[src/rtl/core/cpdd_pkg.sv]
package cpdd_pkg;

    // Fixed-point format of every position, velocity, command and result.
    localparam int FRAC_BITS  = 16;
    localparam int WORD_W     = 32;
    localparam int GAIN_W     = 31;

    // Magnitude of a position difference always fits in one word.
    localparam int MAG_W      = WORD_W;
    localparam int SQ_W       = 2 * MAG_W + 1;
    localparam int ROOT_W     = (SQ_W + 1) / 2;
    localparam int SQRT_PAD_W = 2 * ROOT_W;
    localparam int SQRT_REM_W = ROOT_W + 4;
    localparam int DEN_W      = SQ_W + ROOT_W;
    localparam int PROD_W     = GAIN_W + MAG_W;
    localparam int NUM_W      = PROD_W + 2 * FRAC_BITS;

    // The coupling magnitude is held at 2^(CAP_W-1).
    localparam int CAP_W      = 34;
    localparam int Q_BITS     = CAP_W + 1;
    localparam logic [CAP_W-1:0] COUPLE_CAP = CAP_W'(1) << (CAP_W - 1);

    localparam logic [GAIN_W-1:0] GAIN_RESET = GAIN_W'(1) << FRAC_BITS;

    // Queue between the front and the back.
    localparam int QUEUE_DEPTH = 4;
    localparam int QPTR_W      = $clog2(QUEUE_DEPTH);

    // One classified item as it travels from the front to the back.
    typedef struct packed {
        logic signed [WORD_W-1:0] vel1_x;
        logic signed [WORD_W-1:0] vel1_y;
        logic signed [WORD_W-1:0] vel2_x;
        logic signed [WORD_W-1:0] vel2_y;
        logic signed [WORD_W-1:0] cmd1_x;
        logic signed [WORD_W-1:0] cmd1_y;
        logic signed [WORD_W-1:0] cmd2_x;
        logic signed [WORD_W-1:0] cmd2_y;
        logic [MAG_W-1:0]         mag_x;
        logic [MAG_W-1:0]         mag_y;
        logic                     neg_x;
        logic                     neg_y;
        logic                     coincident;
    } item_t;

    typedef struct packed {
        logic empty;
        logic full;
    } queue_status_t;

endpackage

[src/rtl/core/cpdd_queue.sv]
module cpdd_queue import cpdd_pkg::*;
(
    input  logic          clk,
    input  logic          rst_n,
    input  logic          push,
    input  item_t         push_item,
    input  logic          pop,
    output item_t         pop_item,
    output queue_status_t status
);

    item_t             entry_reg [QUEUE_DEPTH];
    logic [QPTR_W-1:0] wr_ptr_reg;
    logic [QPTR_W-1:0] rd_ptr_reg;
    logic [QPTR_W:0]   count_reg;

    assign status.empty = (count_reg == '0);
    assign status.full  = (count_reg == (QPTR_W+1)'(QUEUE_DEPTH));
    assign pop_item     = entry_reg[rd_ptr_reg];

    // Pointers and fill count.
    always_ff @(posedge clk or negedge rst_n)
    begin
        if (!rst_n)
        begin
            wr_ptr_reg <= '0;
            rd_ptr_reg <= '0;
            count_reg  <= '0;
        end
        else
        begin
            if (push)
            begin
                wr_ptr_reg <= wr_ptr_reg + QPTR_W'(1);
            end
            if (pop)
            begin
                rd_ptr_reg <= rd_ptr_reg + QPTR_W'(1);
            end
            if (push && !pop)
            begin
                count_reg <= count_reg + (QPTR_W+1)'(1);
            end
            else if (pop && !push)
            begin
                count_reg <= count_reg - (QPTR_W+1)'(1);
            end
        end
    end

    // Entry storage.
    always_ff @(posedge clk)
    begin
        if (push)
        begin
            entry_reg[wr_ptr_reg] <= push_item;
        end
    end

    a_no_push_full: assert property (@(posedge clk) disable iff (!rst_n)
        push |-> !status.full)
        else $error("queue written while full");

    a_no_pop_empty: assert property (@(posedge clk) disable iff (!rst_n)
        pop |-> !status.empty)
        else $error("queue read while empty");

    a_count_bound: assert property (@(posedge clk) disable iff (!rst_n)
        count_reg <= (QPTR_W+1)'(QUEUE_DEPTH))
        else $error("queue fill count out of range");

    a_count_grows: assert property (@(posedge clk) disable iff (!rst_n)
        push && !pop |=> count_reg != '0)
        else $error("queue empty after a lone write");

endmodule

[config.mk]
export PLATFORM = sky130hd
export DESIGN_NAME = cpdd_queue
export DESIGN_NICKNAME = d
export VERILOG_FILES = /design/src/rtl/core/cpdd_pkg.sv /design/src/rtl/core/cpdd_queue.sv
export SDC_FILE = /design/constraint.sdc
export NUM_CORES = 1
export LEC_CHECK = 0
export BUFFER_PORTS_ARGS = -buffer_cell sky130_fd_sc_hd__buf_2
export CAP_MARGIN = 10
export CORE_ASPECT_RATIO = 0.7
export CORE_MARGIN = 2
export CORE_UTILIZATION = 23
export DETAILED_ROUTE_END_ITERATION = 16
export GPL_TIMING_DRIVEN = 0
export MAX_ROUTING_LAYER = met4
export PLACE_DENSITY_LB_ADDON = 0.1
export REMOVE_ABC_BUFFERS = 1
export SLEW_MARGIN = 0
export SYNTH_ARGS = -nofsm -noshare
export SYNTH_HDL_FRONTEND = slang
export SYNTH_SLANG_ARGS = --single-unit
[constraint.sdc]
create_clock -name clk -period 9 [get_ports clk]
set_input_delay 1.8 -clock clk [delete_from_list [all_inputs] [get_ports clk]]
set_output_delay 1.8 -clock clk [all_outputs]
set_load 0.005 [all_outputs]
==> results.ini <==
[pwr]
p_seq_frac = 0.421
irDropWorstVdd_mv = 0.166
pwr-share-clk = 0.294
power.total_mw = 19.4
comb_power_share = 0.285
p_leak_nw = 19.5
p_per_area_mw_per_mm2 = 328
p_int_mw = 13.8
swShare = 0.288
p_sw_mw = 5.58

[cells_and_area]
largest_reg_flops = 1292
fin_nets = 2832
fillers = 19800
drive_gt1_frac = 0.468
layout_common_cells = edfxtp_1 (1292), buf_2 (651), mux4_2 (323)
instances_no_fill = 5373
area_growth_pct = 25.7
layout_commonest_cell = edfxtp_1

[critical_path]
critPathSlowestCell = dfrtp_4
r2r-end = entry_reg[2][17]$_DFFE_PP_
reg2reg_from = wr_ptr_reg[0]$_DFFE_PN0P_
worstSetupStartpointType = flop
rr_worst_depth = 7
cp-end-kind = output pin
path_cells = buf_16 -> buf_16 -> buf_16 -> buf_16 -> buf_16 -> mux4_2 -> buf_2
worstPathRequired_ns = 7.20
critPathMaxFanout = 36
crit_arrival_ns = 3.95
cp_slowest_stage_delay_ns = 0.75
crit_buf_inv = 6
critPathKind = flop to output pin
r2r_slack_ns = 5.94
cpMostUsedCell = buf_16
critPathTopFamily = buffers and inverters

[yosys]
ys.warnings.count = 0
synth.distinct_cells = 19
synth_area_leaders = edfxtp_1 (83%), mux4_2 (15%), buf_6 (0.69%), buf_2 (0.38%), dfrtp_1 (0.37%)
post-synth-top-area-cell = edfxtp_1
synth-seq-cells = 1299
synth_top_area_frac = 0.825
netlist_instances = 1721
ys_seq_area_frac = 0.829
synth_area_sq_mm = 0.0470
syn_avg_cell_area_sq_um = 27.3

[place]
dp_slack_ns = 3.90
port_buffers = 651
dp.cells = 5075
dp_hpwl_um = 75800
gp_congestion = 0.671

[timing]
fmax_mhz = 174
report.final.slew_viol_count = 0
skew_ns = 0.0566
setup_slack_ns = 3.25
hold_violations = 0
finalCriticalPeriod_ns = 5.75
setup_tns_ns = 0
slew-limit-headroom = 0.551
finalCritPeriodShare = 0.639
tightest_slew_ns = 0.673
rsz0062_at_grt = false
finalSetupViolations = 0

[clock_network]
cts_root_buffer = clkbuf_16
clkTransAtPathRegs_ns = 0.06
cts_tree = yes
cts_buffers = 152
h-tree-depth = 4
clock_latency_ns = 0.78
cts_repair_resize_count = 0
post-cts-setup-buffers = 0
cts_max_path_buffers = 4
numClockSinks = 1299
postCtsHoldBufs = 0

[floorplan]
rows = 138
die_w_um = 544
core_sq_mm = 0.203
fp.dieH_um = 382
start_util = 0.232
io_pins = 652
die_area_sq_mm = 0.208

[global_routing]
grt_use_total = 0.115
grt_remaining_overflow = 0
grt_pass1_wl_um = 168000
grt_max_degree = 52
grt_pass1_vias = 23200
antenna_found_initial = 60

[min_path]
min_delay_path_depth = 1
hold_path.class = flop to flop
hp-start = count_reg[2]$_DFFE_PN0P_
whs_endpoint = count_reg[2]$_DFFE_PN0P_

[route]
drc_errors = 0
wl_per_cell_um = 22.0
vias = 21300
drtAntennaViolNets = 0
routed_via_density = 3.97
initialDrtViolationCount = 1185
drt_pass1_iterations = 4
wirelength_um = 118000

[run]
drv_cap = 0

[run_status]
status = complete, no violations

==> worst max-delay path by stage <==
stage,end,startpoint,cells after the start
finish,pop_item[68],rd_ptr_reg[0]$_DFFE_PN0P_,7
global route,pop_item[64],rd_ptr_reg[0]$_DFFE_PN0P_,7
CTS,pop_item[68],rd_ptr_reg[0]$_DFFE_PN0P_,7
detailed placement,pop_item[68],rd_ptr_reg[0]$_DFFE_PN0P_,7
global placement,pop_item[68],rd_ptr_reg[0]$_DFFE_PN0P_,2
floorplan,pop_item[0],rd_ptr_reg[0]$_DFFE_PN0P_,1
==> worst register-to-register path, delay by kind of cell (launching register included) <==
kind	cells	cell delay, ns
buffers and inverters	5	1.50
AND/OR/NAND/NOR	1	0.56
flip-flops	1	0.43
adder cells (fa/ha/maj)	1	0.14
==> synth_stat cells <==
| master | number |
|---|---|
| buf_4 | 1 |
| nor2_1 | 1 |
| buf_6 | 29 |
| clkbuf_1 | 6 |
| nand2_1 | 2 |
| nor3b_1 | 1 |
| mux2_2 | 1 |
| fa_1 | 1 |
| inv_1 | 4 |
| o21ai_0 | 1 |
| edfxtp_1 | 1292 |
| ha_1 | 5 |
| mux4_2 | 323 |
| nor3_1 | 1 |
| xnor2_1 | 2 |
| dfrtp_1 | 7 |
| buf_2 | 36 |
| xor2_1 | 4 |
| and2_1 | 4 |
==> power by group through the flow <==
stage | Sequential [mW] | Combinational [mW] | Clock [mW]
CTS | 8.17 | 5.81 | 5.96
finish | 8.15 | 5.51 | 5.70
detailed placement | 8.30 | 5.79 | 0
floorplan | 9.02 | 3.32 | 0
global placement | 9.61 | 4.74 | 0
global route | 8.25 | 6.00 | 6.18
==> through the flow <==
| stage | instance area [sq um] | hold WS (ns) | utilization |
|---|---|---|---|
| after floorplan | 46500 | 0.456 | - |
| after global placement | 53100 | 0.486 | 0.262 |
| after detailed placement | 54400 | 0.511 | 0.269 |
| after CTS | 59000 | 0.531 | 0.291 |
| after global routing | 59000 | 0.554 | 0.292 |
| final | 59100 | 0.523 | 0.292 |
==> layer usage <==
| metal | part of all wire | vias to the layer above | track usage | wire length (um) |
|---|---|---|---|---|
| li1 | - | 9161 | - | - |
| met1 | 0.39 | 11300 | 0.134 | 46500 |
| met2 | 0.48 | 614 | 0.185 | 57100 |
| met3 | 0.097 | 213 | 0.0450 | 11400 |
| met4 | 0.026 | 0 | 0.0294 | 3020 |
| met5 | 0 | - | - | 0 |
==> cells by family (layout without fill, tap and decap cells) <==
| kind of cell | count (synthesis) | after routing | synth area share |
|---|---|---|---|
| DFF | 1299 | 1299 | 0.829 |
| muxes | 324 | 324 | 0.155 |
| buffers and inverters | 76 | 962 | 0.0117 |
| and+or+nand+nor | 9 | 9 | 0.00104 |
| adders and majority gates | 6 | 6 | 0.00176 |
| xor gates and xnor gates | 6 | 6 | 0.00112 |
| AOI/OAI and AO/OA | 1 | 1 | 0.000106 |
| other | 0 | 36 | 0 |
==> cell type report <==
class                      count  area, sq um  area share
sequential                  1299        39000       0.660
multi-input combinational    346         7480       0.127
timing repair buffer         696         4500      0.0761
clock buffer                 193         4070      0.0690
tap                         2730         3420      0.0578
clock inverter                69          503     0.00852
antenna                       36         90.1     0.00153
inverter                       4         15.0    0.000254
Power figures use the tool's default switching activity.
