<file path="config.mk">
export PLATFORM = sky130hd
export DESIGN_NAME = cpdd_front
export DESIGN_NICKNAME = d
export VERILOG_FILES = /design/src/rtl/core/cpdd_pkg.sv /design/src/rtl/core/cpdd_front.sv
export SDC_FILE = /design/constraint.sdc
export NUM_CORES = 1
export LEC_CHECK = 0
export BUFFER_PORTS_ARGS = -buffer_cell sky130_fd_sc_hd__buf_2
export CAP_MARGIN = 10
export CORE_AREA = 2 2 275 277
export DETAILED_ROUTE_END_ITERATION = 16
export DIE_AREA = 0 0 277 279
export PLACE_DENSITY = 0.41
export SYNTH_ARGS = -nofsm -noshare
export SYNTH_HDL_FRONTEND = slang
export SYNTH_SLANG_ARGS = --single-unit
</file>
<file path="constraint.sdc">
create_clock -name clk -period 46 [get_ports clk]
set_input_delay 4.6 -clock clk [delete_from_list [all_inputs] [get_ports clk]]
set_output_delay 4.6 -clock clk [all_outputs]
set_load 0.01 [all_outputs]
</file>
<file path="src/rtl/core/cpdd_pkg.sv">
package cpdd_pkg;

    // Fixed-point format of every position, velocity, command and result.
    localparam int FRAC_BITS  = 16;
    localparam int WORD_W     = 32;
    localparam int GAIN_W     = 31;

    // Magnitude of a position difference always fits in one word.
    localparam int MAG_W      = WORD_W;
    localparam int SQ_W       = 2 * MAG_W + 1;
    localparam int ROOT_W     = (SQ_W + 1) / 2;
    localparam int SQRT_PAD_W = 2 * ROOT_W;
    localparam int SQRT_REM_W = ROOT_W + 4;
    localparam int DEN_W      = SQ_W + ROOT_W;
    localparam int PROD_W     = GAIN_W + MAG_W;
    localparam int NUM_W      = PROD_W + 2 * FRAC_BITS;

    // The coupling magnitude is held at 2^(CAP_W-1).
    localparam int CAP_W      = 34;
    localparam int Q_BITS     = CAP_W + 1;
    localparam logic [CAP_W-1:0] COUPLE_CAP = CAP_W'(1) << (CAP_W - 1);

    localparam logic [GAIN_W-1:0] GAIN_RESET = GAIN_W'(1) << FRAC_BITS;

    // Queue between the front and the back.
    localparam int QUEUE_DEPTH = 4;
    localparam int QPTR_W      = $clog2(QUEUE_DEPTH);

    // One classified item as it travels from the front to the back.
    typedef struct packed {
        logic signed [WORD_W-1:0] vel1_x;
        logic signed [WORD_W-1:0] vel1_y;
        logic signed [WORD_W-1:0] vel2_x;
        logic signed [WORD_W-1:0] vel2_y;
        logic signed [WORD_W-1:0] cmd1_x;
        logic signed [WORD_W-1:0] cmd1_y;
        logic signed [WORD_W-1:0] cmd2_x;
        logic signed [WORD_W-1:0] cmd2_y;
        logic [MAG_W-1:0]         mag_x;
        logic [MAG_W-1:0]         mag_y;
        logic                     neg_x;
        logic                     neg_y;
        logic                     coincident;
    } item_t;

    typedef struct packed {
        logic empty;
        logic full;
    } queue_status_t;

endpackage

</file>
<file path="src/rtl/core/cpdd_front.sv">
module cpdd_front import cpdd_pkg::*;
(
    input  logic                     clk,
    input  logic                     rst_n,
    input  logic                     in_valid,
    output logic                     in_stall,
    input  logic signed [WORD_W-1:0] pos1_x,
    input  logic signed [WORD_W-1:0] pos1_y,
    input  logic signed [WORD_W-1:0] vel1_x,
    input  logic signed [WORD_W-1:0] vel1_y,
    input  logic signed [WORD_W-1:0] pos2_x,
    input  logic signed [WORD_W-1:0] pos2_y,
    input  logic signed [WORD_W-1:0] vel2_x,
    input  logic signed [WORD_W-1:0] vel2_y,
    input  logic signed [WORD_W-1:0] cmd1_x,
    input  logic signed [WORD_W-1:0] cmd1_y,
    input  logic signed [WORD_W-1:0] cmd2_x,
    input  logic signed [WORD_W-1:0] cmd2_y,
    input  queue_status_t            qstat,
    output logic                     push,
    output item_t                    push_item
);

    logic signed [WORD_W:0] dx;
    logic signed [WORD_W:0] dy;
    logic [WORD_W:0]        abs_x;
    logic [WORD_W:0]        abs_y;
    item_t                  item_next;
    item_t                  item_reg;
    logic                   valid_reg;

    // Exact differences and their magnitudes.
    assign dx    = {pos2_x[WORD_W-1], pos2_x} - {pos1_x[WORD_W-1], pos1_x};
    assign dy    = {pos2_y[WORD_W-1], pos2_y} - {pos1_y[WORD_W-1], pos1_y};
    assign abs_x = dx[WORD_W] ? -dx : dx;
    assign abs_y = dy[WORD_W] ? -dy : dy;

    always_comb
    begin
        item_next.vel1_x     = vel1_x;
        item_next.vel1_y     = vel1_y;
        item_next.vel2_x     = vel2_x;
        item_next.vel2_y     = vel2_y;
        item_next.cmd1_x     = cmd1_x;
        item_next.cmd1_y     = cmd1_y;
        item_next.cmd2_x     = cmd2_x;
        item_next.cmd2_y     = cmd2_y;
        item_next.mag_x      = abs_x[MAG_W-1:0];
        item_next.mag_y      = abs_y[MAG_W-1:0];
        item_next.neg_x      = dx[WORD_W];
        item_next.neg_y      = dy[WORD_W];
        item_next.coincident = (dx == '0) && (dy == '0);
    end

    // The front register holds a valid item while the queue is full.
    assign in_stall  = valid_reg && qstat.full;
    assign push      = valid_reg && !qstat.full;
    assign push_item = item_reg;

    always_ff @(posedge clk or negedge rst_n)
    begin
        if (!rst_n)
        begin
            valid_reg <= 1'b0;
        end
        else if (!in_stall)
        begin
            valid_reg <= in_valid;
        end
    end

    always_ff @(posedge clk)
    begin
        if (!in_stall && in_valid)
        begin
            item_reg <= item_next;
        end
    end

endmodule

</file>
==> impl_metrics.ini, run 1 <==
[global_routing]
grt_util_all_layers_pct = 17.5
use_met1_pct = 19.7
grt_pass1_wl_um = 97400
grt_pass1_vias = 13300
antenna_found_initial = 49
met2_usage_pct = 32.0
met3_usage_pct = 4.11
top_usage_layer = met2
grt_max_degree = 75
overflow = 0

[placement]
io_buffers = 712
dp_hpwl_um = 59600
gp_congestion = 0.888

[timing]
finalHoldViolations = 0
finalSetupViolations = 0
drv_slew = 0
max-slew-margin-rel_pct = 34.7
fin_tns_setup_ps = 0
tightest_slew_ps = 979
period_needed_ps = 9650
fin_crit_sh_pct = 21.0
max_clock_freq_mhz = 104
fin_skew_ps = 9.83
rsz0062_at_grt = no

[route]
final_antenna_net_count = 0
first_pass_iters = 5
first_iter_violations = 844
route.detailed.drc = 0
num_vias = 13200
vias_per_cell = 4.45
wire_per_inst_um = 23.9
wl_um = 70700

[floorplan]
die_w_um = 277
core_mm2 = 0.0741
die_h_um = 279
start_util_pct = 21.2
die_area_mm2 = 0.0773
num_rows = 100
pin_count = 714

[pwr]
pwr-share-seq_pct = 42.7
irDropWorstVdd_mv = 0.0208
power.density_mw_per_mm2 = 39.4
power_frac_clock_pct = 36.8
power.switching_uw = 251
p_comb_share_pct = 20.5
p_total_uw = 853
swShare_pct = 29.4
p_leak_nw = 9.13
p_int_uw = 602

[synthesis]
ys.warnings.count = 0
yosys.area_share.xor_xnor_pct = 5.64
synthMuxAreaShare_pct = 0.511
synth_edf_count = 323
synth_cell_type_count = 90
synth_compound_area_share_pct = 12.9
syn_inst = 1218
synthArstFlopShare_pct = 0.309
avgSynthCellArea_um2 = 12.9
synth_area_mm2 = 0.0157
synth-adder-area-share_pct = 5.68
synth-seq-cells = 324
synth_ff_type = edfxtp_1
synth-simple-area-share_pct = 9.86
synth_top_family_by_area = compound AO/OA/AOI/OAI gates
ys_seq_area_share_pct = 62.0
synth.largest_area_cell = edfxtp_1
yosys-top-cells-area = edfxtp_1 62%, ha_1 5.4%, xnor2_1 3.6%
synth_top_area_share_pct = 61.8
syn_nets = 1677

[worst_setup_path]
cp_num_buf_inv = 2
worstPathArrival_ps = 5050
start_kind = input pin
cpMostUsedCell = buf_2
end_kind = output pin
cpPeakStageDelay_ps = 200
cpLargestDelayFamily = buffers and inverters
required_ps = 41400
crit_fanout = 3
path_cells = buf_2 > and2_1 > buf_2
slowest_stage = and2_1
critPathKind = input pin to output pin

[final_layout]
nets = 2401
drive_above_1_share_pct = 41.2
largest_reg_flops = 323
area_growth_pct = 38.2

[clock_tree]
cts_tree = built
cts_root_buf = clkbuf_16
clockBufferDepth = 3
postCtsHoldBufs = 0
cts_resized = 0
cts_buffers = 41
clock-sinks = 324
clkTransAtPathRegs_ps = 60
cts_setup_buffers = 0
cts_max_level = 2
clk_latency_ps = 570

[status]
outcome = completed

[run]
drv_cap = 0

[min_path]
hp-class = flop to flop
## synthesized netlist by cell type, drive strengths merged, types with 16 or more instances
master,number
nand4,16
ha,68
clkbuf,23
a21oi,74
a21o,27
buf,16
edfxtp,323
xnor2,64
inv,88
o21ai,71
nand3,30
xor2,37
nor2,61
nand2,68
## metal layers
| layer | part of all wire [%] | routed length, um |
|---|---|---|
| met1 | 38 | 27100 |
| met2 | 51 | 36200 |
| met3 | 6.6 | 4670 |
| met4 | 3.8 | 2710 |
| met5 | 0.062 | 44 |
## stage by stage
stage,utilization (%),setup WS (ps),hold slack (ps),cells,instance area (um2)
floorplan,-,25980,654,1218,15700
global placement,27.4,36380,665,2868,20300
detailed placement,27.4,36360,688,2868,20300
CTS,29.2,36360,704,2943,21600
global route,29.2,36330,733,2949,21600
finish,29.3,36350,711,2961,21700
## power by group through the flow
stage	Combinational, mW	Clock (mW)	Sequential (mW)
finish	0.175	0.314	0.364
floorplan	0.0889	0	0.388
global placement	0.176	0	0.370
detailed placement	0.176	0	0.370
CTS	0.177	0.325	0.364
global route	0.192	0.336	0.366
## cell usage in the layout (no fill, tap or decap), types with 6 or more instances in the layout
cell	count
or3_1	11
ha_1	68
nand3_1	30
xor2_1	37
nor2_1	61
clkinv_1	10
o2111ai_1	7
or2_2	6
o21a_1	9
a31oi_1	13
o21bai_1	7
nor3_1	12
diode_2	18
a21boi_0	7
and2_1	14
clkinvlp_4	7
buf_4	8
inv_1	88
and3_1	13
a21o_1	26
nand4_1	16
edfxtp_1	323
clkbuf_16	42
o21ai_0	67
nand2b_1	9
o211ai_1	12
a21oi_1	71
mux2i_1	8
a211oi_1	11
o31ai_1	11
nand2_1	68
nor2b_1	9
xnor2_1	64
buf_2	712
## area by class of cell
| type | instances | area, um2 |
|---|---|---|
| clock inverters | 29 | 240 |
| fillers | 7793 | 52400 |
| flip-flops and latches | 324 | 9720 |
| diodes | 18 | 45.0 |
| well taps | 969 | 1210 |
| multi-input cells | 767 | 5430 |
| repair buffers | 720 | 3620 |
| inverters | 88 | 330 |
| clock buffers | 46 | 1070 |
## path summary, 6_finish.rpt
path                            startpoint       endpoint  slack (ps)  depth (start not counted)
worst min-delay path             valid_reg      valid_reg         710                          2
worst max-delay path              qstat[0]       in_stall       36350                          3
min in group asynchronous            rst_n      valid_reg        3810                          1
worst max register to register   valid_reg  push_item[11]       42540                          5
max in group asynchronous            rst_n      valid_reg       42090                          1
worst min register to register   valid_reg      valid_reg         710                          2
## logic make-up after synthesis
logic type / Yosys count
AO/OA/AOI/OAI: 298
XOR/XNOR: 101
adder cells (fa/ha/maj): 70
buffers and inverters: 127
flip-flops: 324
multiplexers: 8
AND/OR/NAND/NOR: 290
## worst reg2reg max path: cells and delay by family, from the launching register on
family | cells | cell delay, ps
and+or+nand+nor | 2 | 310
DFF | 1 | 370
buffers and inverters | 3 | 2320
Note: power is estimated with default switching activity, not from simulation.
==> run 2, diff against run 1 <==
--- a/config.mk
+++ b/config.mk
@@ -7,10 +7,10 @@
 export LEC_CHECK = 0
 export BUFFER_PORTS_ARGS = -buffer_cell sky130_fd_sc_hd__buf_2
 export CAP_MARGIN = 10
-export CORE_AREA = 2 2 275 277
+export CORE_AREA = 2 2 276 278
 export DETAILED_ROUTE_END_ITERATION = 16
-export DIE_AREA = 0 0 277 279
-export PLACE_DENSITY = 0.41
+export DIE_AREA = 0 0 278 280
+export PLACE_DENSITY = 0.43
 export SYNTH_ARGS = -nofsm -noshare
 export SYNTH_HDL_FRONTEND = slang
 export SYNTH_SLANG_ARGS = --single-unit
==> constraint.sdc (replaced) <==
create_clock -name clk -period 8.2 [get_ports clk]
set_input_delay 0.82 -clock clk [delete_from_list [all_inputs] [get_ports clk]]
set_output_delay 0.82 -clock clk [all_outputs]
set_load 0.01 [all_outputs]
==> run 2 against run 1 <==
Compared with the run above:
- sequential power rose to 5.6 times the previous value
- utilization fell by 0.48 points
- clock skew rose by 15 ps
- wire length fell by 2.7%
- clock power rose to 5.6 times the previous value
- first-iteration DRC count fell by 18%
- global-route usage fell by 0.65 points
- total power rose to 5.6 times the previous value
- worst setup slack got worse by 33000 ps
- largest cell class unchanged
- largest power group unchanged
==> impl_metrics.ini, run 2 (synthesis gave the netlist of run 1 again) <==
[worst_setup_path]
cpPeakStageDelay_ps = 720
required_ps = 8580
worstPathArrival_ps = 5150
path_depth = 16
end_kind = flop
rrSetupSlack_ps = 5510
critPathKind = input pin to flop
r2r-end = push_item[239]
start_kind = input pin
rr_startpoint = valid_reg
slowest_stage = a2111oi_0
crit_fanout = 24
path_cells = buf_2 > ha_1 > fa_1 > and2b_4 > o2111ai_4 > a211o_2 > a2111oi_0 > buf_4 > o21a_1 > o2bb2ai_1 > o22a_1 > buf_4 > inv_1 > nor2_1 > nand3_1 > nor4_2
cpMostUsedCell = buf_4
rr_worst_depth = 4
cpLargestDelayFamily = compound AO/OA/AOI/OAI gates
cp_num_buf_inv = 4

[route]
vias_per_cell = 4.38
num_vias = 13000
wl_um = 68800
first_iter_violations = 692
final_antenna_net_count = 0
wire_per_inst_um = 23.2
route.detailed.drc = 0
first_pass_iters = 5

[pwr]
power.density_mw_per_mm2 = 220
irDropWorstVdd_mv = 0.135
p_leak_nw = 9.14

[final_layout]
nets = 2404
layout_common_cells = 712 x buf_2, 323 x edfxtp_1, 88 x inv_1, 72 x a21oi_1
fin_util_pct = 28.8
drive_above_1_share_pct = 41.1
area_growth_pct = 38.0
final_common_cell = buf_2
fin_area_mm2 = 0.0216
largest_reg_flops = 323

[placement]
io_buffers = 712
dp_hpwl_um = 57600
preCtsSetupSlack_ps = 2770
placed_area_mm2 = 0.0203
gp_congestion = 0.828

[min_path]
hold_depth = 1
holdPathEnd = push_item[88]
min-delay-start = cmd2_y[21]
hp-class = input pin to flop

[timing]
period_needed_ps = 4770
finalSetupViolations = 0
fin_skew_ps = 24.9
worst_slack_ps = 3430
fin_tns_setup_ps = 0
tightest_slew_ps = 1190
drv_slew = 0
finalHoldViolations = 0
fin_crit_sh_pct = 58.1
rsz0062_at_grt = no
max-slew-margin-rel_pct = 20.7
whs_ps = 423
max_clock_freq_mhz = 210

[floorplan]
die_h_um = 280
pin_count = 714
start_util_pct = 20.9
num_rows = 101
die_area_mm2 = 0.0778
core_mm2 = 0.0752
die_w_um = 278

[clock_tree]
clockBufferDepth = 3
clock-sinks = 324
cts_max_level = 2
cts_root_buf = clkbuf_16
clk_latency_ps = 570
cts_tree = built
clkTransAtPathRegs_ps = 60
cts_resized = 0
cts_buffers = 41

[status]
outcome = completed

[global_routing]
grt_max_degree = 92
grt_pass1_vias = 13000
grt_pass1_wl_um = 94100
antenna_found_initial = 56
grt_util_all_layers_pct = 16.8
overflow = 0

[run]
drv_cap = 0
[run 2: cell types whose count changed in the layout (fill, tap and decap cells not counted), sizes merged]
cell / delta
buf: +2
diode: -9
inv: -1
dlygate4sd3: +1
clkinv: +1
clkbuf: +1
clkinvlp: -3
[run 2: what timing repair did]
action	4_1_cts	5_1_grt
endpoints found under the hold margin	1	0
buffers inserted	0	0
hold buffers	1	0
[run 2: metal layers]
metal | global-route usage, % | share of wire [%] | vias up
li1 | - | - | 6065
met3 | 5.88 | 9.0 | 167
met5 | 0 | 0.24 | -
met4 | 4.50 | 3.2 | 26
met1 | 18.0 | 36 | 6192
met2 | 31.1 | 52 | 538
[run 2: power by group]
group | internal [mW] | switching (mW) | leakage, nW | total (mW)
Clock | 0.999 | 0.752 | 0.611 | 1.75
Sequential | 2.00 | 0.0365 | 3.09 | 2.03
Combinational | 0.374 | 0.597 | 5.44 | 0.970
Total | 3.37 | 1.38 | 9.14 | 4.75
[run 2: worst max-delay path by stage]
stage	start	endpoint	slack [ps]
after floorplan	qstat[0]	push_item[0]	1930
after global placement	pos1_y[0]	push_item[0]	2840
after detailed placement	pos1_y[0]	push_item[0]	2770
after CTS	pos1_y[0]	push_item[0]	3360
after global routing	pos1_y[0]	push_item[0]	3210
final	pos1_y[0]	push_item[0]	3430
[run 2: cell type report]
type | instances | area [um2]
diodes | 9 | 22.5
clock buffers | 47 | 1070
clock inverters | 26 | 196
fillers | 7878 | 53500
inverters | 88 | 330
multi-input cells | 767 | 5430
flip-flops and latches | 324 | 9720
well taps | 978 | 1220
repair buffers | 723 | 3650
[run 2: worst register-to-register path, stage by stage (launching register included)]
cell     delay (ps)
dfrtp_1         370
and2_1          210
nor2b_4         130
buf_4           530
buf_4           980
[run 2: per-stage QoR]
step,cells,total power [mW]
after CTS,2953,4.84
after global placement,2879,3.05
final,2962,4.75
after detailed placement,2879,3.05
after floorplan,1218,2.64
after global routing,2956,4.99
==> run 3, diff against run 2 <==
--- a/config.mk
+++ b/config.mk
@@ -5,12 +5,13 @@
 export SDC_FILE = /design/constraint.sdc
 export NUM_CORES = 1
 export LEC_CHECK = 0
+export ABC_AREA = 1
 export BUFFER_PORTS_ARGS = -buffer_cell sky130_fd_sc_hd__buf_2
 export CAP_MARGIN = 10
-export CORE_AREA = 2 2 276 278
+export CORE_AREA = 2 2 279 281
 export DETAILED_ROUTE_END_ITERATION = 16
-export DIE_AREA = 0 0 278 280
-export PLACE_DENSITY = 0.43
+export DIE_AREA = 0 0 281 283
+export PLACE_DENSITY = 0.44
 export SYNTH_ARGS = -nofsm -noshare
 export SYNTH_HDL_FRONTEND = slang
 export SYNTH_SLANG_ARGS = --single-unit
==> constraint.sdc (replaced) <==
create_clock -name clk -period 4.1 [get_ports clk]
set_input_delay 0.41 -clock clk [delete_from_list [all_inputs] [get_ports clk]]
set_output_delay 0.41 -clock clk [all_outputs]
set_load 0.01 [all_outputs]
==> run 3 against run 2 <==
Compared with the run above:
- global-route usage rose by 1.3 points
- wire length increased by 8.5%
- critical path type unchanged
- utilization is 3.5 points higher
- hold slack got worse by 380 ps
- total power grew 110%
- cell count up 30%
- combinational power up 140%
- largest cell class unchanged
- first-iteration DRC count increased by 23%
==> impl_metrics.ini, run 3 <==
[status]
outcome = completed

[timing]
whs_ps = 39.0
fin_crit_sh_pct = 66.3
max_clock_freq_mhz = 368
fin_skew_ps = 15.6
finalSetupViolations = 0
tightest_slew_ps = 771
period_needed_ps = 2720
drv_slew = 0
worst_slack_ps = 1380
rsz0062_at_grt = no
fin_tns_setup_ps = 0
max-slew-margin-rel_pct = 48.6
finalHoldViolations = 0

[synthesis]
syn_inst = 1917
synthArstFlopShare_pct = 0.309
avgSynthCellArea_um2 = 9.11
synth-seq-cells = 324
yosys.area_share.xor_xnor_pct = 2.76
synth_area_mm2 = 0.0175
synth_edf_count = 323
synth_compound_area_share_pct = 2.55
yosys-top-cells-area = edfxtp_1 56%, nand2_1 14%, inv_1 7.4%
synth_ff_type = edfxtp_1
yosysMostFrequentCell = nand2_1
synth-simple-area-share_pct = 26.0
synth-adder-area-share_pct = 5.10
synth.largest_area_cell = edfxtp_1
synth_commonest_cells = 634 x nand2_1, 342 x inv_1, 323 x edfxtp_1
synthMuxAreaShare_pct = 0
synth_cell_type_count = 41
ys_seq_area_share_pct = 55.7
synth_top_family_by_area = simple AND/OR/NAND/NOR gates
syn_nets = 2376
synth_top_area_share_pct = 55.5
ys.warnings.count = 0

[pwr]
p_leak_nw = 12.0
power.density_mw_per_mm2 = 394
irDropWorstVdd_mv = 0.238
p_total_mw = 9.77

[final_layout]
final_common_cell = buf_2
largest_reg_flops = 323
drive_above_1_share_pct = 31.4
nets = 3245
fillCellCount = 8127
fin_area_mm2 = 0.0248
multi_input_area_mm2 = 0.00637
fin_cells = 3865
area_growth_pct = 41.9
layout_common_cells = 712 x buf_2, 633 x nand2_1, 341 x inv_1, 323 x edfxtp_1, 144 x nor2_1
seqCellArea_mm2 = 0.00972
fin_util_pct = 32.3

[min_path]
holdPathEnd = push_item[309]
hold_depth = 1
hp-class = input pin to flop
min-delay-start = vel1_x[18]

[floorplan]
die_area_mm2 = 0.0795
pin_count = 714
die_w_um = 281
die_h_um = 283
start_util_pct = 22.8
num_rows = 102
core_mm2 = 0.0767

[route]
num_vias = 16000
first_iter_violations = 849
final_antenna_net_count = 0
vias_per_cell = 4.14
wire_per_inst_um = 19.3
route.detailed.drc = 0
first_pass_iters = 5
wl_um = 74700

[clock_tree]
postCtsHoldBufs = 116
clkTransAtPathRegs_ps = 60
cts_tree = built
cts_root_buf = clkbuf_16
cts_max_level = 2
clk_latency_ps = 540
cts_buffers = 41
clockBufferDepth = 3
cts_resized = 0
clock-sinks = 324
cts_setup_buffers = 0

[worst_setup_path]
cp_num_buf_inv = 4
rr_startpoint = valid_reg
rr_worst_depth = 5
required_ps = 4390
end_kind = flop
cpPeakStageDelay_ps = 410
slowest_stage = fa_1
r2r-end = push_item[151]
critPathKind = input pin to flop
start_kind = input pin
rrSetupSlack_ps = 2120
cpLargestDelayFamily = simple AND/OR/NAND/NOR gates
worstPathArrival_ps = 3010
crit_fanout = 16
path_cells = buf_2 > ha_1 > fa_1 > inv_1 > nand3_1 > nand2_2 > nand2_1 > nand2_2 > nand2_1 > nand2_2 > nand4_1 > nand2_1 > nand2_1 > nand2_2 > buf_4 > nand2_2 > nand2_1 > xor2_1 > inv_1

[global_routing]
overflow = 0
grt_util_all_layers_pct = 18.1
grt_max_degree = 119
grt_pass1_vias = 15900
antenna_found_initial = 34
grt_pass1_wl_um = 106000

[run]
drv_cap = 0

[placement]
dp_hpwl_um = 63500
preCtsSetupSlack_ps = 797
io_buffers = 712
placed_area_mm2 = 0.0223
dp_cells = 3666
gp_congestion = 0.938
## run 3: where the power goes
part	leakage, nW	switching [mW]	internal, mW
Clock	0.597	1.43	1.97
Combinational	8.33	1.46	0.824
Sequential	3.09	0.0929	3.99
## run 3: layer usage
metal	global-route usage, %	vias to the layer above	wire [um]
met5	0	-	35
met4	5.67	6	1890
met3	3.82	109	5330
met2	32.2	540	37700
met1	21.6	7430	29700
li1	-	7909	-
## run 3: cells by family after synthesis
group,after synthesis
AO/OA/AOI/OAI,77
XOR/XNOR,49
adder cells (fa/ha/maj),70
buffers and inverters,355
flip-flops,324
AND/OR/NAND/NOR,1042
## run 3: worst max path at each step
| stage | from | endpoint | slack [ps] | cells after the start |
|---|---|---|---|---|
| 6_report | pos1_y[0] | push_item[23] | 1380 | 19 |
| 5_1_grt | pos1_y[0] | push_item[21] | 1120 | 19 |
| 4_1_cts | pos1_y[0] | push_item[21] | 1380 | 19 |
| 3_5_place_dp | pos1_y[0] | push_item[21] | 800 | 19 |
| 3_3_place_gp | pos1_y[0] | push_item[21] | 810 | 19 |
| 2_1_floorplan | qstat[0] | push_item[0] | -1610 | 3 |
## run 3: layout make-up
class / count / share of cell area, %
inverters: 347 / 5.28
diodes: 8 / 0.0808
multi-input cells: 1238 / 25.7
well taps: 1040 / 5.25
flip-flops and latches: 324 / 39.2
clock inverters: 23 / 0.717
clock buffers: 51 / 4.29
repair buffers: 834 / 19.4
## run 3: worst reg2reg max path: cells and delay by family, from the launching register on
kind                   cells  cell delay (ps)
buffers and inverters      3              970
DFF                        1              410
and+or+nand+nor            2              250
